===== src/rtl/core/esd_pkg.sv =====
// Shared types, character codes and helpers for the escape sequence decoder.
`timescale 1ns / 1ps
`default_nettype none

package esd_pkg;

    // Decoder modes, one-hot
    typedef enum logic [3:0] {
        MODE_PLAIN = 4'b0001,
        MODE_ESC   = 4'b0010,
        MODE_OCT   = 4'b0100,
        MODE_HEX   = 4'b1000
    } mode_t;

    typedef struct packed {
        logic [7:0] data;
        logic       has_byte;
        logic       eos;
    } result_t;

    typedef struct packed {
        logic [1:0] count;
        result_t    first;
        result_t    second;
    } result_pair_t;

    typedef struct packed {
        mode_t      mode;
        logic [7:0] value;
        logic [1:0] digits;
    } dec_state_t;

    localparam int QUEUE_DEPTH   = 8;
    localparam int QUEUE_AW      = $clog2(QUEUE_DEPTH);
    localparam int QUEUE_RESERVE = 4;

    localparam logic [1:0] OCT_MAX_DIGITS = 2'd3;
    localparam logic [1:0] HEX_MAX_DIGITS = 2'd2;
    localparam logic [4:0] NO_DIGIT       = 5'd16;

    localparam logic [7:0] CH_BACKSLASH = 8'h5C;
    localparam logic [7:0] CH_LOWER_A   = 8'h61;
    localparam logic [7:0] CH_LOWER_B   = 8'h62;
    localparam logic [7:0] CH_LOWER_E   = 8'h65;
    localparam logic [7:0] CH_LOWER_F   = 8'h66;
    localparam logic [7:0] CH_LOWER_N   = 8'h6E;
    localparam logic [7:0] CH_LOWER_R   = 8'h72;
    localparam logic [7:0] CH_LOWER_T   = 8'h74;
    localparam logic [7:0] CH_LOWER_V   = 8'h76;
    localparam logic [7:0] CH_LOWER_X   = 8'h78;
    localparam logic [7:0] CH_ZERO      = 8'h30;
    localparam logic [7:0] CH_SEVEN     = 8'h37;
    localparam logic [7:0] CH_NINE      = 8'h39;
    localparam logic [7:0] CH_UPPER_A   = 8'h41;
    localparam logic [7:0] CH_UPPER_F   = 8'h46;

    localparam logic [7:0] CODE_BEL = 8'h07;
    localparam logic [7:0] CODE_BS  = 8'h08;
    localparam logic [7:0] CODE_ESC = 8'h1B;
    localparam logic [7:0] CODE_FF  = 8'h0C;
    localparam logic [7:0] CODE_LF  = 8'h0A;
    localparam logic [7:0] CODE_CR  = 8'h0D;
    localparam logic [7:0] CODE_TAB = 8'h09;
    localparam logic [7:0] CODE_VT  = 8'h0B;

    // Hex digit value, NO_DIGIT when the byte is not a hex digit
    function automatic logic [4:0] hex_digit(input logic [7:0] b);
        logic [7:0] diff;
        begin
            diff = 8'h00;
            if (b >= CH_ZERO && b <= CH_NINE)
            begin
                diff = b - CH_ZERO;
                hex_digit = diff[4:0];
            end
            else if (b >= CH_LOWER_A && b <= CH_LOWER_F)
            begin
                diff = b - CH_LOWER_A + 8'd10;
                hex_digit = diff[4:0];
            end
            else if (b >= CH_UPPER_A && b <= CH_UPPER_F)
            begin
                diff = b - CH_UPPER_A + 8'd10;
                hex_digit = diff[4:0];
            end
            else
            begin
                hex_digit = NO_DIGIT;
            end
        end
    endfunction

endpackage

`default_nettype wire


===== src/rtl/core/esd_decode.sv =====
// Combinational decode step: one input byte and the current state give up to two results.
`timescale 1ns / 1ps
`default_nettype none

module esd_decode (
    input  wire esd_pkg::dec_state_t   cur,
    input  wire logic [7:0]            in_byte,
    input  wire logic                  is_last,
    output esd_pkg::dec_state_t        nxt,
    output esd_pkg::result_pair_t      res
);

    logic [4:0] digit;
    logic [4:0] base;
    logic [1:0] digit_limit;
    logic [1:0] digits_inc;
    logic [7:0] value_acc;
    logic [7:0] oct_first;

    assign digit       = esd_pkg::hex_digit(in_byte);
    assign base        = (cur.mode == esd_pkg::MODE_OCT) ? 5'd8 : 5'd16;
    assign digit_limit = (cur.mode == esd_pkg::MODE_OCT) ? esd_pkg::OCT_MAX_DIGITS
                                                         : esd_pkg::HEX_MAX_DIGITS;
    assign digits_inc  = cur.digits + 2'd1;
    assign value_acc   = (cur.mode == esd_pkg::MODE_OCT) ? {cur.value[4:0], digit[2:0]}
                                                         : {cur.value[3:0], digit[3:0]};
    assign oct_first   = in_byte - esd_pkg::CH_ZERO;

    always_comb
    begin
        nxt = cur;
        res = '0;

        case (cur.mode)
            esd_pkg::MODE_PLAIN:
            begin
                if (in_byte == esd_pkg::CH_BACKSLASH)
                    nxt.mode = esd_pkg::MODE_ESC;
                else
                begin
                    res.first = '{data: in_byte, has_byte: 1'b1, eos: 1'b0};
                    res.count = 2'd1;
                end
            end
            esd_pkg::MODE_ESC:
            begin
                nxt.mode  = esd_pkg::MODE_PLAIN;
                res.count = 2'd1;
                res.first.has_byte = 1'b1;
                case (in_byte)
                    esd_pkg::CH_LOWER_A: res.first.data = esd_pkg::CODE_BEL;
                    esd_pkg::CH_LOWER_B: res.first.data = esd_pkg::CODE_BS;
                    esd_pkg::CH_LOWER_E: res.first.data = esd_pkg::CODE_ESC;
                    esd_pkg::CH_LOWER_F: res.first.data = esd_pkg::CODE_FF;
                    esd_pkg::CH_LOWER_N: res.first.data = esd_pkg::CODE_LF;
                    esd_pkg::CH_LOWER_R: res.first.data = esd_pkg::CODE_CR;
                    esd_pkg::CH_LOWER_T: res.first.data = esd_pkg::CODE_TAB;
                    esd_pkg::CH_LOWER_V: res.first.data = esd_pkg::CODE_VT;
                    esd_pkg::CH_LOWER_X:
                    begin
                        nxt.mode   = esd_pkg::MODE_HEX;
                        nxt.value  = 8'd0;
                        nxt.digits = 2'd0;
                        res        = '0;
                    end
                    default:
                    begin
                        if (in_byte >= esd_pkg::CH_ZERO && in_byte <= esd_pkg::CH_SEVEN)
                        begin
                            nxt.mode   = esd_pkg::MODE_OCT;
                            nxt.value  = oct_first;
                            nxt.digits = 2'd1;
                            res        = '0;
                        end
                        else
                            res.first.data = in_byte;
                    end
                endcase
            end
            esd_pkg::MODE_OCT, esd_pkg::MODE_HEX:
            begin
                if (digit < base && cur.digits < digit_limit)
                begin
                    nxt.value  = value_acc;
                    nxt.digits = digits_inc;
                    if (digits_inc >= digit_limit)
                    begin
                        res.first = '{data: value_acc, has_byte: 1'b1, eos: 1'b0};
                        res.count = 2'd1;
                        nxt       = '{mode: esd_pkg::MODE_PLAIN, value: 8'd0, digits: 2'd0};
                    end
                end
                else
                begin
                    // number ends here; the byte is then taken as plain text
                    res.first = '{data: cur.value, has_byte: 1'b1, eos: 1'b0};
                    res.count = 2'd1;
                    nxt       = '{mode: esd_pkg::MODE_PLAIN, value: 8'd0, digits: 2'd0};
                    if (in_byte == esd_pkg::CH_BACKSLASH)
                        nxt.mode = esd_pkg::MODE_ESC;
                    else
                    begin
                        res.second = '{data: in_byte, has_byte: 1'b1, eos: 1'b0};
                        res.count  = 2'd2;
                    end
                end
            end
            default:
            begin
                nxt = '{mode: esd_pkg::MODE_PLAIN, value: 8'd0, digits: 2'd0};
            end
        endcase

        if (is_last)
        begin
            // a pending number can only exist when nothing was emitted yet
            if (nxt.mode == esd_pkg::MODE_OCT || nxt.mode == esd_pkg::MODE_HEX)
            begin
                res.first = '{data: nxt.value, has_byte: 1'b1, eos: 1'b0};
                res.count = 2'd1;
            end
            if (res.count == 2'd0)
            begin
                res.first = '{data: 8'd0, has_byte: 1'b0, eos: 1'b0};
                res.count = 2'd1;
            end
            if (res.count == 2'd2)
                res.second.eos = 1'b1;
            else
                res.first.eos = 1'b1;
            nxt = '{mode: esd_pkg::MODE_PLAIN, value: 8'd0, digits: 2'd0};
        end
    end

endmodule

`default_nettype wire


===== src/rtl/core/escape_sequence_decoder.sv =====
// Top level of the escape sequence decoder: input stage, decode step and result queue.
//
// Usage:
//   Slave stream s_*: one escaped character per beat in s_tdata, s_tlast on the
//   final character of a string. Master stream m_*: one decoded result per beat,
//   m_tdata the byte, m_tuser set when the byte is real, m_tlast on the final
//   result of a string. A string's final beat always yields at least one result.
//   Path: an input beat is registered in the input stage, then its results are
//   written into the result queue, whose head drives m_* directly.
//   Throughput: one input beat per cycle while s_tready is high. A beat yields
//   zero, one or two results; the result queue drains one per cycle while m_tready
//   is high, so a run of two-result beats fills it and s_tready drops until it drains.
//   Input beats are registered, decoded against the escape state and pushed
//   into an eight-entry result queue; s_tready looks only at queue fill and at
//   the input stage, so it does not depend on m_tready in the same cycle.
//   When the receiver stalls, the queue fills to at most six results; s_tready drops
//   once the fill plus two for a staged beat exceeds four. Reset empties the queue and
//   the input stage and returns the decoder to plain text.
`timescale 1ns / 1ps
`default_nettype none

module escape_sequence_decoder (
    input  wire logic       clk,
    input  wire logic       rst_n,
    input  wire logic       s_tvalid,
    output logic            s_tready,
    input  wire logic [7:0] s_tdata,   // [7:0] in_byte
    input  wire logic       s_tlast,
    output logic            m_tvalid,
    input  wire logic       m_tready,
    output logic [7:0]      m_tdata,   // [7:0] out_byte
    output logic            m_tuser,   // [0] has_byte
    output logic            m_tlast
);

    localparam int AW = esd_pkg::QUEUE_AW;

    logic                  stage_valid_reg;
    logic [7:0]            stage_byte_reg;
    logic                  stage_last_reg;
    esd_pkg::dec_state_t   state_reg;
    esd_pkg::dec_state_t   state_next;
    esd_pkg::result_pair_t res;

    esd_pkg::result_t      queue_mem [esd_pkg::QUEUE_DEPTH];
    logic [AW-1:0]         wr_ptr_reg;
    logic [AW-1:0]         rd_ptr_reg;
    logic [AW:0]           count_reg;
    logic [AW:0]           count_next;
    logic [AW:0]           push_n;
    logic [AW:0]           reserve;
    logic                  in_beat;
    logic                  out_beat;
    esd_pkg::result_t      head;

    esd_decode u_decode (
        .cur     (state_reg),
        .in_byte (stage_byte_reg),
        .is_last (stage_last_reg),
        .nxt     (state_next),
        .res     (res)
    );

    assign reserve  = {{(AW - 1){1'b0}}, stage_valid_reg, 1'b0};
    assign s_tready = (count_reg + reserve) <= (AW + 1)'(esd_pkg::QUEUE_RESERVE);
    assign in_beat  = s_tvalid && s_tready;

    assign head     = queue_mem[rd_ptr_reg];
    assign m_tvalid = (count_reg != '0);
    assign m_tdata  = head.data;
    assign m_tuser  = head.has_byte;
    assign m_tlast  = head.eos;
    assign out_beat = m_tvalid && m_tready;

    assign push_n     = stage_valid_reg ? {{(AW - 1){1'b0}}, res.count} : '0;
    assign count_next = count_reg + push_n - {{AW{1'b0}}, out_beat};

    always_ff @(posedge clk or negedge rst_n)
    begin
        if (!rst_n)
        begin
            stage_valid_reg <= 1'b0;
            state_reg       <= '{mode: esd_pkg::MODE_PLAIN, value: 8'd0, digits: 2'd0};
            wr_ptr_reg      <= '0;
            rd_ptr_reg      <= '0;
            count_reg       <= '0;
        end
        else
        begin
            stage_valid_reg <= in_beat;
            if (stage_valid_reg)
            begin
                state_reg  <= state_next;
                wr_ptr_reg <= wr_ptr_reg + push_n[AW-1:0];
            end
            if (out_beat)
                rd_ptr_reg <= rd_ptr_reg + 1'b1;
            count_reg <= count_next;
        end
    end

    always_ff @(posedge clk)
    begin
        if (in_beat)
        begin
            stage_byte_reg <= s_tdata;
            stage_last_reg <= s_tlast;
        end
        if (stage_valid_reg && res.count != 2'd0)
            queue_mem[wr_ptr_reg] <= res.first;
        if (stage_valid_reg && res.count == 2'd2)
            queue_mem[wr_ptr_reg + 1'b1] <= res.second;
    end

endmodule

`default_nettype wire


===== config.mk =====
export PLATFORM = sky130hd
export DESIGN_NAME = escape_sequence_decoder
export DESIGN_NICKNAME = d
export VERILOG_FILES = /design/src/rtl/core/esd_pkg.sv /design/src/rtl/core/esd_decode.sv /design/src/rtl/core/escape_sequence_decoder.sv
export SDC_FILE = /design/constraint.sdc
export NUM_CORES = 1
export LEC_CHECK = 0
export ABC_AREA = 1
export BUFFER_PORTS_ARGS = -buffer_cell sky130_fd_sc_hd__buf_2
export CAP_MARGIN = 5
export CORE_MARGIN = 2
export CORE_UTILIZATION = 47
export DETAILED_ROUTE_END_ITERATION = 6
export PLACE_DENSITY_LB_ADDON = 0.08
export SYNTH_ARGS = -nofsm -noshare
export SYNTH_HDL_FRONTEND = slang
export SYNTH_SLANG_ARGS = --single-unit

===== constraint.sdc =====
create_clock -name clk -period 5.3 [get_ports clk]
set_input_delay 0.53 -clock clk [delete_from_list [all_inputs] [get_ports clk]]
set_output_delay 0.53 -clock clk [all_outputs]
set_load 0.03 [all_outputs]

Word-level counts from Yosys, hierarchy flattened:

Memories as Yosys holds them, arrays and structs flattened.
Cells that the tools add are included.

* bits in registers: 34
* RAM bits: 80
* input port bits: 13
* logic and storage cells: 112
* memories: 1

Memories
* queue_mem: words 8, width 10, read ports 1, clocked after Yosys merged registers in 0, wr ports 2, line escape_sequence_decoder.sv:45 `esd_pkg::result_t queue_mem [esd_pkg::QUEUE_DEPTH];`

* add/subtract/negate cells: 12
* order comparisons: 11
* equal/unequal tests: 21
* mux-type cells: 42
* reductions and logical operators: 16

Operator list (number)
* $mux W12: 7
* $eq A8 B7 Y1 const B: 10
* $pmux W8 S9: 1
* $mux W14: 3
* $pmux W12 S3: 1
* $pmux W10 S3: 1
* $pmux W14 S2: 1
* $pmux W12 S2: 1
* $mux W11: 2
* $mux W10: 2
* $mux W5: 4
* $pmux W10 S2: 1
* $ge A8 B7 Y1 const B: 2
* $le A8 B6 Y1 const B: 2
* $le A8 B7 Y1 const B: 2
* $mux W8: 2
* $mux W13: 1
* $pmux W4 S3: 1
* $add A5 B4 Y5 const B: 2
* $sub A5 B1 Y5 const B: 2
* $logic_and A1 B1 Y1: 9
* $mux W1: 9
* $add A4 B2 Y4: 2
* $eq A4 B3 Y1 const B: 2
* 27 further kinds: 32

Longest topological paths before layout:

* word-level depth: 23
* gate-level depth with buffers: 25
* mapped depth without buffers: 24

Cells and area by module:

Synthesis repeated with hierarchy kept, for this count alone.

* cell total of the unflattened synthesis: 1195
* area, all modules: 8334.2 sq um

Modules (own cells, without submodules)
* escape_sequence_decoder: instances 1, cells each 774, area an instance 6271.0 sq um, seq. area each 3299.4 sq um
* esd_decode: instances 1, cells each 421, area an instance 2063.2 sq um, seq. area each 0.0 sq um

Least setup slack after synthesis:

Ideal clock, no wire load.

* path type: reg2reg
* start point: reg stage_byte_reg[1]
* end point: reg count_reg[2]
* data arrival time: 3.698 ns
* required time: 5.177 ns
* setup slack: 1.480 ns
* stages on the path, launching flop included: 25
* clock period less this slack: 3.820 ns
* path through: edfxtp_1 -> inv_1 -> ha_1 -> inv_1 -> nand2_1 -> nand3_1 -> nand3_1 -> nand2_1 -> nand3_1 -> nand3_1 -> ha_1 -> nor2_1 -> buf_2 -> nand3_4 -> nand2_2 -> nand2_1 -> nand2_1 -> o21ai_1 -> nand2_1 -> ha_1 -> inv_1 -> ha_1 -> inv_1 -> fa_1 -> xnor2_1

* longest elaborated chain between the ends: 20

Ends and longest elaborated chain
* start, declared: line escape_sequence_decoder.sv:39 `logic [7:0] stage_byte_reg;`
* start signal, assigned: line escape_sequence_decoder.sv:106 `stage_byte_reg <= s_tdata;`
* $sub A5 B1 Y5 (tied with other cells): line esd_pkg.sv:78, esd_pkg.sv:83
* $add A5 B4 Y5 or $logic_and A1 B1 Y1 (tied branches): line esd_pkg.sv:78, esd_pkg.sv:83, esd_pkg.sv:81
* $mux W5: line esd_pkg.sv:81 `else if (b >= CH_UPPER_A && b <= CH_UPPER_F)`
* $mux W5: line esd_pkg.sv:76 `else if (b >= CH_LOWER_A && b <= CH_LOWER_F)`
* $mux W5: line esd_pkg.sv:71 `if (b >= CH_ZERO && b <= CH_NINE)`
* $lt A5 B5 Y1: line esd_decode.sv:82 `if (digit < base && cur.digits < digit_limit)`
* $logic_and A1 B1 Y1: line esd_decode.sv:82
* $mux W14: line esd_decode.sv:82
* [5 not listed]
* $logic_not A2 Y1: line esd_decode.sv:122 `if (res.count == 2'd0)`
* $mux W12: line esd_decode.sv:122
* $mux W12: line esd_decode.sv:114 `if (is_last)`
* $mux W12 *: line esd_decode.sv:114
* $mux W2 *: line escape_sequence_decoder.sv:75 `assign push_n = stage_valid_reg ? {{(AW - 1){1'b0}}, res.count} : '0;`
* $add A4 B2 Y4 *: line escape_sequence_decoder.sv:76 `assign count_next = count_reg + push_n - {{AW{1'b0}}, out_beat};`
* $sub A4 B1 Y4 *: line escape_sequence_decoder.sv:76
* net count_next[2]: line escape_sequence_decoder.sv:49 `logic [AW:0] count_next;`
* end signal, assigned: line escape_sequence_decoder.sv:98 `count_reg <= count_next;`
* end, declared: line escape_sequence_decoder.sv:48 `logic [AW:0] count_reg;`

The timed path passes the listed nets; every way through them passes the cells marked *. The select of a mux whose other input is x is not followed.
A chain may end at the register's enable or synchronous reset.

Final worst setup path:

* start point: reg stage_byte_reg[4]
* end point: reg count_reg[2]

The elaborated chain is that of the path after synthesis.

==> out/qor.csv <==
stage,metric,value,unit
timing,skew final,0.0117,ns
timing,Max Clk Rate,0.212,GHz
setup_path,Critical Path Fanout Max,13,
floorplan,Die X,132,µm
setup_path,critical-path cell list,inv_1 > ha_1 > inv_1 > nor2_4 > nand2_1 > nand3_1 > nand2_2 > nand3_1 > nand3_1 > ha_1 > nand2_2 > nand2_4 > nand3_4 > clkinv_1 > o21ai_1 > nand2_1 > ha_1 > inv_1 > ha_1 > inv_1 > fa_1 > xnor2_1,
setup_path,crit start category,register,
clock_tree,CTS tree,done,
hold_path,Hold Crit Class,primary input to asynchronous set/reset pin,
setup_path,crit path buf inv count,5,
setup_path,worst-case reg-to-reg path depth,22,
finish,area occupied by multi-input gates,3880,µm²
clock_tree,post-cts resize count,0,
floorplan,Chip Height,132,µm
floorplan,core area,16000,µm²
timing,fin. max-slew vios,0,
power_and_ir_drop,PwrDens,500,nW/µm²
finish,number of flip-flops in the largest register,80,
timing,setup violators final,0,
setup_path,Slowest cell on crit path,edfxtp_1,
clock_tree,clk sinks,114,
setup_path,cell family with most CP delay,simple AND/OR/NAND/NOR gates,
routing,TritonRoute pass-1 iters,5,
synth,number of synthesized flops with an enable pin,89,
setup_path,Setup CP Type,register to register,
timing,worst slew pin tran,1.21,ns
synth,"FFs w/ async S/R, synth",21.9,%
synth,Synth top cells by count,"nand2_1, nand3_1, nor2_1",
power_and_ir_drop,Switching Power,1890,µW
routing,Via-to-Cell Ratio,5.62,
routing,Iteration-0 DRC Markers,754,
flow_run,Max-cap violations,0,
synth,Syn Inst Count,995,
finish,utilization after layout,53.9,%
timing,RSZ-0062 raised after global routing,false,
synth,synthesized cell area,7740,µm²
setup_path,R2R setup slack,0.59,ns
placed_design,DP Wirelength,16.3,mm
routing,WL final,23.5,mm
global_routing,initial antenna violation count,0,
global_routing,maximum number of pins on one net before global-route repair,42,
finish,layout net count,1052,
finish,ant diodes,0,
global_routing,first-pass GRT wire length,37.2,mm
timing,fin crit period,4.71,ns
synth,area fraction of the dominant cell type after synthesis,34.5,%
finish,area grow syn2layout,11.4,%
timing,period utilization,88.8,%
global_routing,global route overflow,0,
synth,most frequent cell after synthesis,nand2_1,
synth,Synth warnings,0,
clock_tree,Post-CTS Hold Buffers,0,
power_and_ir_drop,internal power,2420,µW
power_and_ir_drop,Leakage Power,0.00379,µW
floorplan,Cell Rows,46,
setup_path,CP required,5.61,ns
routing,mean routed wirelength per cell,18.9,µm
finish,share of layout cells above drive strength 1,12.4,%
placed_design,PortBufs,24,
synth,Mapped Nets,1034,
clock_tree,Clock Tree Root,clkbuf_16,
synth,"top cells by area, synth","edfxtp_1, nand2_1, nand3_1",
placed_design,GP Congestion,0.898,
synth,"Avg Cell Area, Syn",7.78,µm²
power_and_ir_drop,Logic pwr share,43.9,%
clock_tree,H-tree levels,4,
synth,Synth Flop Type,edfxtp_1,
setup_path,Worst Setup End Kind,register,
power_and_ir_drop,Sequential Power Share,29.4,%
timing,final worst slack,0.592,ns
clock_tree,"Reg clk slew, reported paths",0.06,ns
synth,library cells used by synthesis,46,
setup_path,max incr delay on CP,0.53,ns
synth,part of the Yosys area used for sequential elements,42.6,%
placed_design,pre-CTS setup slack,0.621,ns
synth,"flops & latches, synth",114,
outcome,outcome,completed,
clock_tree,Max Root-Sink Buffers,2,
synth,"area leader, netlist",edfxtp_1,
routing,Vias,6975,
clock_tree,setup bufs post-CTS,0,
setup_path,Crit path arrival time,5.02,ns
timing,Fin Setup TNS,0,ns
clock_tree,worst-skew pair later-pin latency,0.43,ns
power_and_ir_drop,worst vdd rail ir drop,0.293,mV
global_routing,vias in the first global route,6539,
floorplan,die area,17500,µm²
timing,slew margin rel.,18.8,%
clock_tree,total CTS buffers,17,
finish,FF+latch area,3300,µm²
power_and_ir_drop,sw frac,43.9,%
finish,Fillers,1578,
global_routing,GRT Util Overall,27.7,%
setup_path,reg-to-reg critical path startpoint,stage_byte_reg[4],
routing,drt drc,0,
routing,ANT nets after route,0,
power_and_ir_drop,clock power share,26.7,%
setup_path,reg-to-reg endpoint,count_reg[2],
floorplan,I/O pin total,25,
timing,Fin. Hold Viols,0,
floorplan,Initial Utilization,48.4,%
timing,worst hold slack,0.137,ns
[metrics by stage]
| stage | std cells | area (µm²) | power [µW] |
|---|---|---|---|
| 3_5_place_dp | 1210 | 8040 | 3160 |
| 4_1_cts | 1242 | 8620 | 4310 |
| 6_report | 1242 | 8620 | 4310 |
| 3_3_place_gp | 1210 | 8040 | 3160 |
| 2_1_floorplan | 995 | 7740 | 2660 |
| 5_1_grt | 1242 | 8620 | 4600 |
[layout make-up]
class	count	area share, %
Inverter	103	4.70
Sequential cell	114	38.3
Clock inverter	12	1.52
Tap cell	216	3.13
Multi-Input combinational cell	745	45.0
Clock buffer	20	5.30
Timing Repair Buffer	32	2.09
[cell usage in the layout (no fill, tap or decap), types with 10 or more instances in the layout]
cell / netlist / routed
nand4_1: 12 / 12
o21ai_0: 73 / 73
nand2_2: 10 / 10
ha_1: 24 / 24
buf_2: 7 / 24
nand3_2: 11 / 11
dfrtp_1: 24 / 24
nor3_1: 11 / 11
a31oi_1: 11 / 11
nand3_1: 123 / 123
edfxtp_1: 89 / 89
nand2_1: 263 / 263
inv_1: 86 / 86
clkbuf_16: 0 / 17
o22ai_1: 22 / 22
a21oi_1: 16 / 16
nor2_1: 120 / 120
[power by group through the flow]
| stage | logic (µW) | registers [µW] | clock network, µW |
|---|---|---|---|
| floorplan | 1420 | 1240 | 0 |
| global placement | 1870 | 1280 | 0 |
| detailed placement | 1880 | 1280 | 0 |
| CTS | 1880 | 1270 | 1170 |
| global route | 2120 | 1280 | 1200 |
| finish | 1890 | 1270 | 1150 |
[how the worst max path moves through the flow]
| stage | start | to | slack [ns] | depth (start not counted) |
|---|---|---|---|---|
| floorplan | stage_byte_reg[1] | count_reg[2] | 1.48 | 24 |
| global placement | stage_byte_reg[4] | count_reg[1] | 0.76 | 23 |
| detailed placement | stage_byte_reg[4] | count_reg[2] | 0.62 | 22 |
| CTS | stage_byte_reg[4] | count_reg[2] | 0.62 | 22 |
| global route | stage_byte_reg[1] | count_reg[2] | 0.14 | 22 |
| finish | stage_byte_reg[4] | count_reg[2] | 0.59 | 22 |
[layer usage]
metal  up-vias  part of all wire (%)  global-route usage [%]
met4         0                   2.7                    11.1
met5         -                     0                       0
met1      3251                    45                    38.6
met2       295                    46                    43.5
met3        48                   6.8                    4.11
li1       3381                     -                       -
[kinds of logic (layout without fill, tap and decap cells)]
family	after synthesis	after routing	share of synthesized area, %
xor+xnor	7	7	0.792
fa+ha+maj	26	26	4.39
flops	114	114	42.6
compound gates	139	139	10.1
simple gates	573	573	34.8
buf+inv	136	167	7.34
No activity file was read; power rests on OpenSTA's default activity.
